## src/hw/rtl/cwg_pkg.sv

```systemverilog
// shared types and constants of the convolution window geometry block
package cwg_pkg;

  // fixed field widths
  localparam int OUT_W = 25;
  localparam int PAD_W = 8;

  // tuser layout on the slave side: op, pad_mode, target_given
  localparam int TU_OP     = 0;
  localparam int TU_MODE   = 1;
  localparam int TU_TG     = 3;
  localparam int S_TUSER_W = 4;
  localparam int M_TUSER_W = 1;

  // quotient bits resolved per divider stage
  localparam int DIV_BITS_PER_STAGE = 2;

  typedef enum logic {
    OP_FORWARD    = 1'b0,
    OP_TRANSPOSED = 1'b1
  } op_e;

  typedef enum logic [1:0] {
    PAD_EXPLICIT   = 2'd0,
    PAD_VALID      = 2'd1,
    PAD_SAME_UPPER = 2'd2,
    PAD_SAME_LOWER = 2'd3
  } pad_mode_e;

endpackage

```

## src/hw/rtl/cwg_div.sv

```systemverilog
// pipelined restoring divider with a side payload that travels alongside
module cwg_div #(
  parameter int NUM_W  = 18,
  parameter int DEN_W  = 8,
  parameter int SIDE_W = 1
) (
  input  logic              clk_i,
  input  logic              rst_ni,
  input  logic              in_valid_i,
  output logic              in_ready_o,
  input  logic [NUM_W-1:0]  in_num_i,
  input  logic [DEN_W-1:0]  in_den_i,
  input  logic [SIDE_W-1:0] in_side_i,
  output logic              out_valid_o,
  input  logic              out_ready_i,
  output logic [NUM_W-1:0]  out_quo_o,
  output logic [DEN_W-1:0]  out_rem_o,
  output logic [SIDE_W-1:0] out_side_o
);
  import cwg_pkg::*;

  localparam int STEPS  = DIV_BITS_PER_STAGE;
  localparam int NSTG   = (NUM_W + STEPS - 1) / STEPS;
  localparam int WORK_W = NSTG * STEPS;

  // nq holds the numerator bits still to shift in, quotient bits fill from the bottom
  typedef struct packed {
    logic [WORK_W-1:0] nq;
    logic [DEN_W-1:0]  rem;
    logic [DEN_W-1:0]  den;
    logic [SIDE_W-1:0] side;
  } div_stage_t;

  function automatic div_stage_t div_step(div_stage_t s);
    div_stage_t r;
    logic [DEN_W:0] t;
    logic q;
    r = s;
    for (int k = 0; k < STEPS; k++) begin
      t = {r.rem, r.nq[WORK_W-1]};
      q = (t >= {1'b0, r.den});
      if (q) begin
        t = t - {1'b0, r.den};
      end
      r.rem = t[DEN_W-1:0];
      r.nq  = {r.nq[WORK_W-2:0], q};
    end
    return r;
  endfunction

  div_stage_t        stg_q [NSTG];
  logic              vld_q [NSTG];
  logic [NSTG:0]     rdy;

  assign rdy[NSTG] = out_ready_i;
  assign in_ready_o = rdy[0];

  for (genvar g = 0; g < NSTG; g++) begin : g_stage
    div_stage_t cur;
    logic       cur_v;

    if (g == 0) begin : g_first
      assign cur = '{nq: WORK_W'(in_num_i), rem: '0, den: in_den_i, side: in_side_i};
      assign cur_v = in_valid_i;
    end else begin : g_next
      assign cur   = stg_q[g-1];
      assign cur_v = vld_q[g-1];
    end

    assign rdy[g] = !vld_q[g] || rdy[g+1];

    always_ff @(posedge clk_i or negedge rst_ni) begin
      if (!rst_ni) begin
        vld_q[g] <= 1'b0;
      end else if (rdy[g]) begin
        vld_q[g] <= cur_v;
      end
    end

    always_ff @(posedge clk_i) begin
      if (rdy[g] && cur_v) begin
        stg_q[g] <= div_step(cur);
      end
    end
  end

  assign out_valid_o = vld_q[NSTG-1];
  assign out_quo_o   = stg_q[NSTG-1].nq[NUM_W-1:0];
  assign out_rem_o   = stg_q[NSTG-1].rem;
  assign out_side_o  = stg_q[NSTG-1].side;

endmodule

```

## src/hw/rtl/conv_window_geometry_core.sv

```systemverilog
// top level of the convolution window geometry block
//
// one item describes one spatial axis of a convolution or pooling layer; the
// block returns the output length of that axis and the resolved begin and end
// padding, plus an invalid flag when no length could be formed
// slave channel s_axis_*: item fields in tdata, op / pad_mode / target_given
// in tuser; master channel m_axis_*: out_size / pad_begin / pad_end in tdata,
// invalid in tuser
// pipeline: one stage of multipliers (dilated span, transposed base length),
// one stage of adders, a restoring divider by the stride that resolves two
// quotient bits per stage, and a result register
// throughput: one item per cycle while m_axis_tready_i does not stall the output; every stage advances independently
// stall: each stage holds while the one after it is full and stalled, so bubbles close up
// and s_axis_tready_o only falls once every stage holds an item
// reset: all valid bits clear at once, so the block is ready when
// rst_ni rises; there is no configuration and no stored state
module conv_window_geometry_core #(
  parameter int SIZE_BITS   = 16,
  parameter int KERNEL_BITS = 8
) (
  input  logic clk_i,
  input  logic rst_ni,
  // in_size, kernel_size, stride, dilation, pad_begin_in, pad_end_in,
  // extra_out_pad, target_size, zero fill
  input  logic [((2*SIZE_BITS+3*KERNEL_BITS+3*cwg_pkg::PAD_W+7)/8)*8-1:0] s_axis_tdata_i,
  // op, pad_mode, target_given
  input  logic [cwg_pkg::S_TUSER_W-1:0] s_axis_tuser_i,
  input  logic s_axis_tvalid_i,
  output logic s_axis_tready_o,
  // out_size, pad_begin, pad_end, zero fill
  output logic [((3*cwg_pkg::OUT_W+7)/8)*8-1:0] m_axis_tdata_o,
  // invalid
  output logic [cwg_pkg::M_TUSER_W-1:0] m_axis_tuser_o,
  output logic m_axis_tvalid_o,
  input  logic m_axis_tready_i
);
  import cwg_pkg::*;

  localparam int S         = SIZE_BITS;
  localparam int K         = KERNEL_BITS;
  localparam int M_TDATA_W = ((3*OUT_W + 7) / 8) * 8;

  // field offsets in s_axis_tdata_i
  localparam int OFF_KER  = S;
  localparam int OFF_STR  = OFF_KER + K;
  localparam int OFF_DIL  = OFF_STR + K;
  localparam int OFF_PB   = OFF_DIL + K;
  localparam int OFF_PE   = OFF_PB + PAD_W;
  localparam int OFF_OPAD = OFF_PE + PAD_W;
  localparam int OFF_TGT  = OFF_OPAD + PAD_W;

  // internal widths
  localparam int SPAN_W = 2 * K;                       // span - 1 = dilation * (kernel - 1)
  localparam int PT_W   = S + K;                       // (in_size - 1) * stride
  localparam int WIDE_W = (PT_W > SPAN_W) ? PT_W : SPAN_W;
  localparam int NAT_W  = WIDE_W + 2;                  // transposed natural length
  localparam int DNUM_W = S + 2;                       // divider numerator
  localparam int FNUM_W = ((DNUM_W > SPAN_W) ? DNUM_W : SPAN_W) + 1;
  localparam int PBE_W  = PAD_W + 1;

  typedef struct packed {
    op_e               op;
    pad_mode_e         mode;
    logic              tg;
    logic [S-1:0]      isz;
    logic [K-1:0]      str;
    logic [SPAN_W-1:0] span_m1;
    logic [PT_W-1:0]   prod_tr;
    logic [PAD_W-1:0]  pb;
    logic [PAD_W-1:0]  pe;
    logic [PAD_W-1:0]  opad;
    logic [S-1:0]      tgt;
  } s1_t;

  // everything the result stage needs besides quotient and remainder
  typedef struct packed {
    op_e               op;
    pad_mode_e         mode;
    logic              tg;
    logic              bad_f;
    logic [SPAN_W-1:0] span_m1;
    logic [PAD_W-1:0]  pb;
    logic [PAD_W-1:0]  pe;
    logic [NAT_W-1:0]  nat;
    logic [NAT_W-1:0]  tgt_eff;
    logic [PBE_W-1:0]  pbe;
  } side_t;

  typedef struct packed {
    logic [DNUM_W-1:0] num;
    logic [K-1:0]      den;
    side_t             side;
  } s2_t;

  typedef struct packed {
    logic [OUT_W-1:0] osz;
    logic [OUT_W-1:0] pb;
    logic [OUT_W-1:0] pe;
    logic             bad;
  } res_t;

  // ---------------------------------------------------------------------------
  // stage 1: sanitize fields and form the two products
  // ---------------------------------------------------------------------------
  s1_t  s1_d, s1_q;
  logic s1_v_q;
  logic s1_rdy, s2_rdy;

  always_comb begin
    logic [S-1:0]     isz_raw;
    logic [K-1:0]     ker_raw;
    logic [K-1:0]     str_raw;
    logic [K-1:0]     dil;
    logic [S-1:0]     isz1;
    logic [K-1:0]     ker_m1;
    logic [K-1:0]     str1;
    pad_mode_e        mode;
    isz_raw = s_axis_tdata_i[S-1:0];
    ker_raw = s_axis_tdata_i[OFF_KER +: K];
    str_raw = s_axis_tdata_i[OFF_STR +: K];
    dil     = s_axis_tdata_i[OFF_DIL +: K];
    mode    = pad_mode_e'(s_axis_tuser_i[TU_MODE +: 2]);
    // zero in_size, kernel and stride count as one
    isz1    = (isz_raw == '0) ? S'(1) : isz_raw;
    ker_m1  = (ker_raw == '0) ? '0 : ker_raw - K'(1);
    str1    = (str_raw == '0) ? K'(1) : str_raw;

    s1_d.op      = op_e'(s_axis_tuser_i[TU_OP]);
    s1_d.mode    = mode;
    s1_d.tg      = s_axis_tuser_i[TU_TG];
    s1_d.isz     = isz1;
    s1_d.str     = str1;
    s1_d.span_m1 = SPAN_W'(dil) * SPAN_W'(ker_m1);
    s1_d.prod_tr = PT_W'(isz1 - S'(1)) * PT_W'(str1);
    // valid mode drops the explicit pads
    s1_d.pb      = (mode == PAD_VALID) ? '0 : s_axis_tdata_i[OFF_PB +: PAD_W];
    s1_d.pe      = (mode == PAD_VALID) ? '0 : s_axis_tdata_i[OFF_PE +: PAD_W];
    s1_d.opad    = s_axis_tdata_i[OFF_OPAD +: PAD_W];
    s1_d.tgt     = s_axis_tdata_i[OFF_TGT +: S];
  end

  assign s1_rdy          = !s1_v_q || s2_rdy;
  assign s_axis_tready_o = s1_rdy;

  always_ff @(posedge clk_i or negedge rst_ni) begin
    if (!rst_ni) begin
      s1_v_q <= 1'b0;
    end else if (s1_rdy) begin
      s1_v_q <= s_axis_tvalid_i;
    end
  end

  always_ff @(posedge clk_i) begin
    if (s1_rdy && s_axis_tvalid_i) begin
      s1_q <= s1_d;
    end
  end

  // ---------------------------------------------------------------------------
  // stage 2: forward numerator and transposed lengths
  // ---------------------------------------------------------------------------
  s2_t  s2_d, s2_q;
  logic s2_v_q;
  logic div_in_rdy;

  always_comb begin
    logic [FNUM_W-1:0] fwd_sum;
    logic [FNUM_W-1:0] span_x;
    logic              bad_f;
    logic              same;
    fwd_sum = FNUM_W'(s1_q.isz) + FNUM_W'(s1_q.pb) + FNUM_W'(s1_q.pe);
    span_x  = FNUM_W'(s1_q.span_m1);
    // padded input shorter than the window span
    bad_f   = (fwd_sum <= span_x);
    same    = (s1_q.mode == PAD_SAME_UPPER) || (s1_q.mode == PAD_SAME_LOWER);

    // same modes divide in_size - 1 (ceiling division), the rest the numerator
    if (same) begin
      s2_d.num = DNUM_W'(s1_q.isz - S'(1));
    end else if (bad_f) begin
      s2_d.num = '0;
    end else begin
      s2_d.num = DNUM_W'(fwd_sum - span_x - FNUM_W'(1));
    end
    s2_d.den = s1_q.str;

    s2_d.side.op      = s1_q.op;
    s2_d.side.mode    = s1_q.mode;
    s2_d.side.tg      = s1_q.tg;
    s2_d.side.bad_f   = bad_f;
    s2_d.side.span_m1 = s1_q.span_m1;
    s2_d.side.pb      = s1_q.pb;
    s2_d.side.pe      = s1_q.pe;
    s2_d.side.nat     = NAT_W'(s1_q.prod_tr) + NAT_W'(s1_q.span_m1)
                      + NAT_W'(s1_q.opad) + NAT_W'(1);
    // without a prescribed size the target is in_size * stride
    s2_d.side.tgt_eff = s1_q.tg ? NAT_W'(s1_q.tgt)
                                : NAT_W'(s1_q.prod_tr) + NAT_W'(s1_q.str);
    s2_d.side.pbe     = PBE_W'(s1_q.pb) + PBE_W'(s1_q.pe);
  end

  assign s2_rdy = !s2_v_q || div_in_rdy;

  always_ff @(posedge clk_i or negedge rst_ni) begin
    if (!rst_ni) begin
      s2_v_q <= 1'b0;
    end else if (s2_rdy) begin
      s2_v_q <= s1_v_q;
    end
  end

  always_ff @(posedge clk_i) begin
    if (s2_rdy && s1_v_q) begin
      s2_q <= s2_d;
    end
  end

  // ---------------------------------------------------------------------------
  // divider by the stride
  // ---------------------------------------------------------------------------
  logic                     div_out_v;
  logic                     out_rdy;
  logic [DNUM_W-1:0]        div_quo;
  logic [K-1:0]             div_rem;
  logic [$bits(side_t)-1:0] div_side_raw;
  side_t                    div_side;

  cwg_div #(
    .NUM_W  (DNUM_W),
    .DEN_W  (K),
    .SIDE_W ($bits(side_t))
  ) u_div (
    .clk_i       (clk_i),
    .rst_ni      (rst_ni),
    .in_valid_i  (s2_v_q),
    .in_ready_o  (div_in_rdy),
    .in_num_i    (s2_q.num),
    .in_den_i    (s2_q.den),
    .in_side_i   (s2_q.side),
    .out_valid_o (div_out_v),
    .out_ready_i (out_rdy),
    .out_quo_o   (div_quo),
    .out_rem_o   (div_rem),
    .out_side_o  (div_side_raw)
  );

  assign div_side = side_t'(div_side_raw);

  // ---------------------------------------------------------------------------
  // result stage: resolve length and pads, register toward the master side
  // ---------------------------------------------------------------------------
  res_t m_d, m_q;
  logic m_v_q;

  always_comb begin
    logic [SPAN_W-1:0] f_tot;
    logic [SPAN_W-1:0] f_half;
    logic [SPAN_W-1:0] f_big;
    logic [OUT_W-1:0]  f_osz;
    logic              t_neg;
    logic [NAT_W-1:0]  t_tot;
    logic [NAT_W-1:0]  t_half;
    logic [NAT_W-1:0]  t_big;
    logic              x_neg;
    logic              same;
    logic              upper;
    same   = (div_side.mode == PAD_SAME_UPPER) || (div_side.mode == PAD_SAME_LOWER);
    upper  = (div_side.mode == PAD_SAME_UPPER);

    // forward same: total pad is span - 1 - remainder, clamped at zero
    f_tot  = (div_side.span_m1 > SPAN_W'(div_rem)) ? div_side.span_m1 - SPAN_W'(div_rem)
                                                   : '0;
    f_half = f_tot >> 1;
    f_big  = f_half + SPAN_W'(f_tot[0]);
    f_osz  = OUT_W'(div_quo) + OUT_W'(1);

    // transposed target or same: total pad is natural - target
    t_neg  = (div_side.tgt_eff > div_side.nat);
    t_tot  = div_side.nat - div_side.tgt_eff;
    t_half = t_tot >> 1;
    t_big  = t_half + NAT_W'(t_tot[0]);

    // transposed explicit: pads larger than the natural length
    x_neg  = (NAT_W'(div_side.pbe) > div_side.nat);

    m_d = '0;
    if (div_side.op == OP_FORWARD) begin
      if (same) begin
        m_d.osz = f_osz;
        m_d.pb  = OUT_W'(upper ? f_half : f_big);
        m_d.pe  = OUT_W'(upper ? f_big : f_half);
      end else begin
        m_d.bad = div_side.bad_f;
        m_d.osz = div_side.bad_f ? '0 : f_osz;
        m_d.pb  = OUT_W'(div_side.pb);
        m_d.pe  = OUT_W'(div_side.pe);
      end
    end else if (same || div_side.tg) begin
      // a negative total leaves both pads at zero; every mode but same upper puts the
      // larger half first
      if (!t_neg) begin
        m_d.pb = OUT_W'(upper ? t_half : t_big);
        m_d.pe = OUT_W'(upper ? t_big : t_half);
      end
      m_d.osz = OUT_W'((t_neg && !div_side.tg) ? div_side.nat : div_side.tgt_eff);
    end else begin
      m_d.bad = x_neg;
      m_d.osz = x_neg ? '0 : OUT_W'(div_side.nat - NAT_W'(div_side.pbe));
      m_d.pb  = OUT_W'(div_side.pb);
      m_d.pe  = OUT_W'(div_side.pe);
    end
  end

  assign out_rdy = !m_v_q || m_axis_tready_i;

  always_ff @(posedge clk_i or negedge rst_ni) begin
    if (!rst_ni) begin
      m_v_q <= 1'b0;
    end else if (out_rdy) begin
      m_v_q <= div_out_v;
    end
  end

  always_ff @(posedge clk_i) begin
    if (out_rdy && div_out_v) begin
      m_q <= m_d;
    end
  end

  assign m_axis_tvalid_o = m_v_q;
  assign m_axis_tdata_o  = M_TDATA_W'({m_q.pe, m_q.pb, m_q.osz});
  assign m_axis_tuser_o  = M_TUSER_W'(m_q.bad);

  // ---------------------------------------------------------------------------
  // assertions
  // ---------------------------------------------------------------------------

  // an invalid axis always reports a zero output length
  a_invalid_zero_len: assert property (@(posedge clk_i) disable iff (!rst_ni)
    m_axis_tvalid_o && m_axis_tuser_o[0] |-> m_axis_tdata_o[OUT_W-1:0] == '0)
    else $error("invalid item with nonzero out_size");

  // the input side only backs up once the output is stalled with a result
  a_backpressure_source: assert property (@(posedge clk_i) disable iff (!rst_ni)
    !s_axis_tready_o |-> m_axis_tvalid_o && !m_axis_tready_i)
    else $error("input stalled while the pipeline can still move");

  // a blocked first stage keeps its item
  a_s1_hold: assert property (@(posedge clk_i) disable iff (!rst_ni)
    s1_v_q && !s2_rdy |=> s1_v_q && $stable(s1_q))
    else $error("first stage lost or changed a stalled item");

  // a blocked second stage keeps its item
  a_s2_hold: assert property (@(posedge clk_i) disable iff (!rst_ni)
    s2_v_q && !div_in_rdy |=> s2_v_q && $stable(s2_q))
    else $error("second stage lost or changed a stalled item");

endmodule
```

## config.mk

```make
export PLATFORM = sky130hd
export DESIGN_NAME = conv_window_geometry_core
export DESIGN_NICKNAME = d
export VERILOG_FILES = /design/src/hw/rtl/cwg_pkg.sv /design/src/hw/rtl/cwg_div.sv /design/src/hw/rtl/conv_window_geometry_core.sv
export SDC_FILE = /design/constraint.sdc
export NUM_CORES = 2
export LEC_CHECK = 0
export BUFFER_PORTS_ARGS = -buffer_cell sky130_fd_sc_hd__buf_2
export CAP_MARGIN = 20
export CORE_ASPECT_RATIO = 1.25
export CORE_UTILIZATION = 45
export DETAILED_ROUTE_END_ITERATION = 8
export SETUP_SLACK_MARGIN = 0.2
export SLEW_MARGIN = 10
export SYNTH_ARGS = -nofsm -noshare
export SYNTH_HDL_FRONTEND = slang
export SYNTH_SLANG_ARGS = --single-unit
```

## constraint.sdc

```tcl
create_clock -name clk_i -period 7.8 [get_ports clk_i]
set_clock_uncertainty 0.15 [all_clocks]
set_input_delay 1.56 -clock clk_i [delete_from_list [all_inputs] [get_ports clk_i]]
set_output_delay 1.56 -clock clk_i [all_outputs]
set_load 0.05 [all_outputs]
```

# Word level (Yosys, flattened, before mapping)

Memory sizes are Yosys's and may differ from the RTL's.
Cells that the tools add are included.

Input port bits: 88
Bits in writable memories: 1188
Memories kept: 1
Bits in registers: 319

Memory list:

| name        | depth | bits a word | read ports | clocked after memory_dff | write ports | RTL line      | RTL |
|---|---|---|---|---|---|---|---|
| u_div.stg_q | 9     | 132         | 9          | 0                        | 9           | cwg_div.sv:51 | `div_stage_t stg_q [NSTG];` |

Reduce and logical (&&, ||, !) cells: 44
Equality and inequality tests: 5
$lt $le $gt $ge: 22
Mux-type cells: 74
Add/subtract/negate cells: 36
Multiply operators: 2

Operators with widths:

| operator                                            | number |
|---|---|
| two-way mux 8 bit                                   | 38 |
| greater-or-equal comparator 9 x 8 -> 1 bit          | 17 |
| subtractor 8 bit                                    | 17 |
| two-way mux 25 bit                                  | 4 |
| two-way mux 16 bit                                  | 5 |
| two-way mux 76 bit                                  | 1 |
| two-way mux 75 bit                                  | 1 |
| two-way mux 69 bit                                  | 1 |
| two-way mux 50 bit                                  | 1 |
| two-way mux 18 bit                                  | 2 |
| subtractor 16 x 1 -> 17 bit (second input constant) | 2 |
| adder 25 x 8 -> 26 bit                              | 1 |
| adder 26 x 1 -> 26 bit (second input constant)      | 1 |
| greater-than comparator 26 bit                      | 1 |
| greater-than comparator 9 x 26 -> 1 bit             | 1 |
| subtractor 26 bit                                   | 1 |
| adder 24 x 16 -> 25 bit                             | 1 |
| adder 24 x 8 -> 25 bit                              | 1 |
| adder 25 x 1 -> 25 bit                              | 1 |
| subtractor 25 x 9 -> 25 bit                         | 1 |
| multiplier 17 x 9 -> 24 bit                         | 1 |
| two-way mux 1 bit                                   | 20 |
| adder 18 x 1 -> 19 bit (second input constant)      | 1 |
| two-way mux 19 bit                                  | 1 |
| 20 further kinds                                    | 62 |

# Longest topological paths before layout

Word-level depth: 16
Mapped depth: 29
Depth with buffers taken out: 28

# Modules after synthesis

Synthesis repeated with hierarchy kept, for this count alone.

Cells, all modules: 4913
Area total of the unflattened synthesis: 69807.0 um^2

By module, submodules not included:

| module                    | instances | seq. area each (um^2) | cells an instance | area an instance (um^2) |
|---|---|---|---|---|
| cwg_div                   | 1         | 35659.2               | 2209              | 43212.7 |
| conv_window_geometry_core | 1         | 9263.9                | 2704              | 26594.3 |

# Least setup slack after synthesis

No wires, ideal clock.

Path type: input to register
Start point: input m_axis_tready_i
End point: memory u_div.stg_q[0][528] (netlist name), enable pin
Stages on the path: 5
Slack: -721 ps
Data arrival time: 7735 ps
Library setup time: 636 ps
Buffers on the path: 0
Cells stage by stage: nor2b_1 > nand3_1 > nor2_1 > and2_1 > nor2b_1

RTL lines:

| element     | RTL line                        | RTL |
|---|---|---|
| from (decl) | conv_window_geometry_core.sv:35 | `input logic m_axis_tready_i` |
| to (decl)   | cwg_div.sv:51                   |  |

==> results.txt <==
In the routed design, unresolved DRC markers number 0. Synthesis inferred 1480 register bits. The worst path needs 7.30 ns of the cycle, external delays included.

The die covers 155000 µm². The worst IR drop on VDD came out at 251 µV. The initial antenna violation count is 0. The top flip-flop cell by instance count after synthesis is sky130_fd_sc_hd__edfxtp_1. Entering global routing, the biggest net connects 131 pins. The placement-stage cell area is around 73000 µm². The mean instance size in the synthesized netlist came out at 14.3 µm². Clock tree synthesis selected as its root buffer the cell sky130_fd_sc_hd__clkbuf_16. The floorplan step set the die width to 352 µm.

The gate count after technology mapping is 4836. The worst setup slack after placement is -0.560 ns. The detailed-placement wirelength estimate is slightly above 100 mm. The H-tree depth came out at 4. The setup path with the least slack is of type in2reg. The total clock buffers created by CTS came out at 139. The DRC marker count from the first detailed-route iteration came out at 1821.

The TritonCTS clock tree is done. The number of primary I/O pins came out at 171. Measured against its own limit, the worst slew margin works out to 29.7%.

The number of filler instances in the final layout is roughly 13000. The remaining global-route overflow came out at 0. The share of synthesized flip-flops with an asynchronous set or reset came out at 0.811%. The count of TritonRoute iterations in the first routing pass came out at 6. STA classifies the critical path startpoint as an input pin.

The power density relative to cell area came out at about 410 nW/µm². Setup repair after global routing left no endpoint under its margin. The max-slew violation count came to 0. The cell count after placement is 7040. The worst setup slack after layout came out at 0.495 ns. The via density per instance came out at 5.00. The remaining antenna violation count after routing is 0.

STA puts the critical path data arrival time at between 7 and 8 ns. After routing the design area is between 70000 and 80000 µm². Of the cells placed in the final design, the portion with a size suffix greater than 1 is 13.0%. The die height is 440 µm. The worst setup path is captured at a flip-flop. The area added between synthesis and finish came out at 12.7%.

Once the floorplan was initialized, standard cells occupied 45.4% of the core. The final-report setup violation count came out at 0. The number of warning messages in the yosys log is 0. The largest buffer count on any clock path is 3. The floorplan step defined a core boundary enclosing 152000 µm². The first global-routing pass estimated roughly 210 mm of wire. After detailed routing, the average wire length per cell comes to 18.1 µm. The clock latency reported for the late side of the worst-skew pair came out at roughly 0.76 ns. The number of hold violations in the final report is 0. Once layout is complete, the cells apart from fillers number 7300.

The wire length reported by the detailed router is 132 mm. The maximum fanout along the worst path came out at 7. The number of global-route vias before repair is around 37000. The run finished with clean final reports.

The total number of clock tree sinks is between 1000 and 1500. Timing would allow up to 137 MHz. Hold repair after CTS inserted 0 buffers. The sequential area share after synthesis came out at between 60 and 70%. The number of standard-cell rows in the floorplan came out at 160. The tool flagged a number of max-cap violations equal to 0.

For the pin with the worst max-slew slack, the measured transition is approximately 1.1 ns. The weighted congestion at the end of routability-driven global placement is 0.901. The critical path required time came out at 8.15 ns. The number of enable-type register cells in the synthesized netlist came out at 1468.

The number of distinct standard cells referenced by the synthesized netlist came out at 94. The final antenna diode count is 0. The leakage power total came out at between 30 and 40 nW. For this block, the via count after detailed routing is 36535. After clock tree synthesis, the clock-pin slew on the worst setup and hold paths is roughly 0.060 ns.

The worst hold path belongs to the class reg2reg. In the final design database the tool counted 5774 nets. The total global routing track utilization is 17.2%.

In this run the cell area of the synthesized design comes to about 69000 µm². The share of the clock period used by the worst path after layout is 93.7%. The total of buffers placed on input and output ports is 165.
[cell usage after synthesis (78+ instances only)]
master	n	area [µm²]
sky130_fd_sc_hd__xor2_1	128	1120
sky130_fd_sc_hd__o21ai_0	145	726
sky130_fd_sc_hd__and2_1	145	907
sky130_fd_sc_hd__xnor2_1	186	1630
sky130_fd_sc_hd__fa_1	179	3580
sky130_fd_sc_hd__nand2_1	305	1140
sky130_fd_sc_hd__a21o_1	78	586
sky130_fd_sc_hd__nor2_1	240	901
sky130_fd_sc_hd__inv_1	499	1870
sky130_fd_sc_hd__ha_1	348	4350
sky130_fd_sc_hd__edfxtp_1	1468	44100
sky130_fd_sc_hd__a21oi_1	158	791
sky130_fd_sc_hd__clkbuf_1	90	338
sky130_fd_sc_hd__mux2_2	107	1200
[what timing repair did]
| item | 4_1_cts | 5_1_grt |
|---|---|---|
| buffers inserted | 0 | 2 |
| setup endpoints to repair | 0 | 5 |
| resized for setup | 0 | 11 |
[critical path, cell delays in order]
cell and delay, ns:
sky130_fd_sc_hd__buf_2 0.11, sky130_fd_sc_hd__or4_4 0.55, sky130_fd_sc_hd__nor4_4 0.18, sky130_fd_sc_hd__and2_4 0.19
sky130_fd_sc_hd__a21oi_2 0.08, sky130_fd_sc_hd__ha_4 0.20, sky130_fd_sc_hd__nor3b_4 0.16, sky130_fd_sc_hd__xor2_4 0.24
sky130_fd_sc_hd__buf_4 0.16, sky130_fd_sc_hd__buf_4 0.09, sky130_fd_sc_hd__nand2_1 0.05, sky130_fd_sc_hd__fa_1 0.48
sky130_fd_sc_hd__inv_1 0.04, sky130_fd_sc_hd__ha_1 0.26, sky130_fd_sc_hd__inv_1 0.05, sky130_fd_sc_hd__fa_1 0.49
sky130_fd_sc_hd__fa_1 0.53, sky130_fd_sc_hd__inv_2 0.05, sky130_fd_sc_hd__ha_4 0.21, sky130_fd_sc_hd__o21a_1 0.12
sky130_fd_sc_hd__o211ai_1 0.30, sky130_fd_sc_hd__a31oi_4 0.16, sky130_fd_sc_hd__a41oi_4 0.31, sky130_fd_sc_hd__a2111oi_4 0.11
sky130_fd_sc_hd__o21a_1 0.22, sky130_fd_sc_hd__o21a_1 0.20, sky130_fd_sc_hd__o41a_1 0.38, sky130_fd_sc_hd__xor2_1 0.15
[cells by family after synthesis]
| group | after synthesis | share of synthesized area, % |
|---|---|---|
| flip-flops | 1480 | 64.3 |
| AND/OR/NAND/NOR | 1104 | 8.10 |
| AO/OA/AOI/OAI | 656 | 6.43 |
| buffers and inverters | 608 | 3.37 |
| adder cells (fa/ha/maj) | 527 | 11.5 |
| XOR/XNOR | 314 | 3.98 |
| multiplexers | 146 | 2.31 |
| other | 1 | 0.00543 |
[worst paths after layout]
| kind | startpoint | end | slack [ns] | depth (start not counted) |
|---|---|---|---|---|
| max in group asynchronous | rst_ni | u_div.g_stage[5].cur_v | 6.74 | 1 |
| max reg2reg | u_div.stg_q[0][99] | u_div.stg_q[0][245] | 1.63 | 24 |
| max | s_axis_tdata_i[11] | s1_q[62] | 0.50 | 28 |
| min | u_div.stg_q[0][381] | u_div.stg_q[0][515] | 0.25 | 0 |
| min in group asynchronous | rst_ni | s2_v_q | 0.53 | 1 |
| min reg2reg | u_div.stg_q[0][381] | u_div.stg_q[0][515] | 0.25 | 0 |
[cell usage in the layout, fill, tap and decap left out, types with 61 or more instances in the layout]
master and count:
sky130_fd_sc_hd__buf_2 165, sky130_fd_sc_hd__fa_1 175, sky130_fd_sc_hd__buf_4 110, sky130_fd_sc_hd__nor2b_1 61
sky130_fd_sc_hd__clkbuf_16 139, sky130_fd_sc_hd__xor2_1 126, sky130_fd_sc_hd__nor2_1 240, sky130_fd_sc_hd__mux2_2 107
sky130_fd_sc_hd__a21oi_1 156, sky130_fd_sc_hd__ha_1 338, sky130_fd_sc_hd__nand2_1 303, sky130_fd_sc_hd__xnor2_1 184
sky130_fd_sc_hd__and2_1 134, sky130_fd_sc_hd__edfxtp_1 1468, sky130_fd_sc_hd__o21ai_0 145, sky130_fd_sc_hd__a21o_1 78
sky130_fd_sc_hd__inv_1 492
[where the power goes]
part	internal, mW	switching, mW
logic	5.25	7.32
clock network	3.68	2.86
registers	11.6	0.996
total	20.5	11.2
[cell type report]
cell class / count / area [µm²] / share of cell area, %
Tap cell: 2025 / 2530 / 3.26
Clock buffer: 172 / 3600 / 4.63
Timing Repair Buffer: 285 / 1830 / 2.36
Multi-Input combinational cell: 2752 / 22600 / 29.1
Inverter: 501 / 1880 / 2.42
Clock inverter: 85 / 898 / 1.16
Sequential cell: 1480 / 44400 / 57.1
[metal layers]
| metal | up-vias | GRT usage, % | part of all wire (%) |
|---|---|---|---|
| li1 | 18069 | - | - |
| met5 | - | 0 | 0 |
| met4 | 0 | 8.15 | 4.6 |
| met1 | 17629 | 19.4 | 40 |
| met2 | 577 | 31.8 | 53 |
| met3 | 260 | 2.41 | 2.7 |
[per-stage QoR]
step / power [mW] / utilization (%) / hold slack [ns] / TNS, ns
floorplan: 21.9 / - / 0.250 / 0
global placement: 25.1 / 48.1 / 0.251 / -1.85
detailed placement: 25.3 / 48.1 / 0.255 / -2.53
CTS: 32.0 / 51.0 / 0.248 / 0
global route: 33.8 / 51.1 / 0.256 / 0
finish: 31.7 / 51.1 / 0.245 / 0
[state kept, by name (all words and copies together) (netlist names)]
| register | count |
|---|---|
| m_axis_tvalid_o | 1 |
| m_axis_tuser_o | 1 |
| m_axis_tdata_o | 75 |
| u_div.g_stage.cur_v | 8 |
| u_div.out_valid_o | 1 |
| s2_q | 122 |
| s2_v_q | 1 |
| u_div.stg_q | 1162 |
| s1_v_q | 1 |
| s1_q | 108 |
No activity file was read; power rests on OpenSTA's default activity.
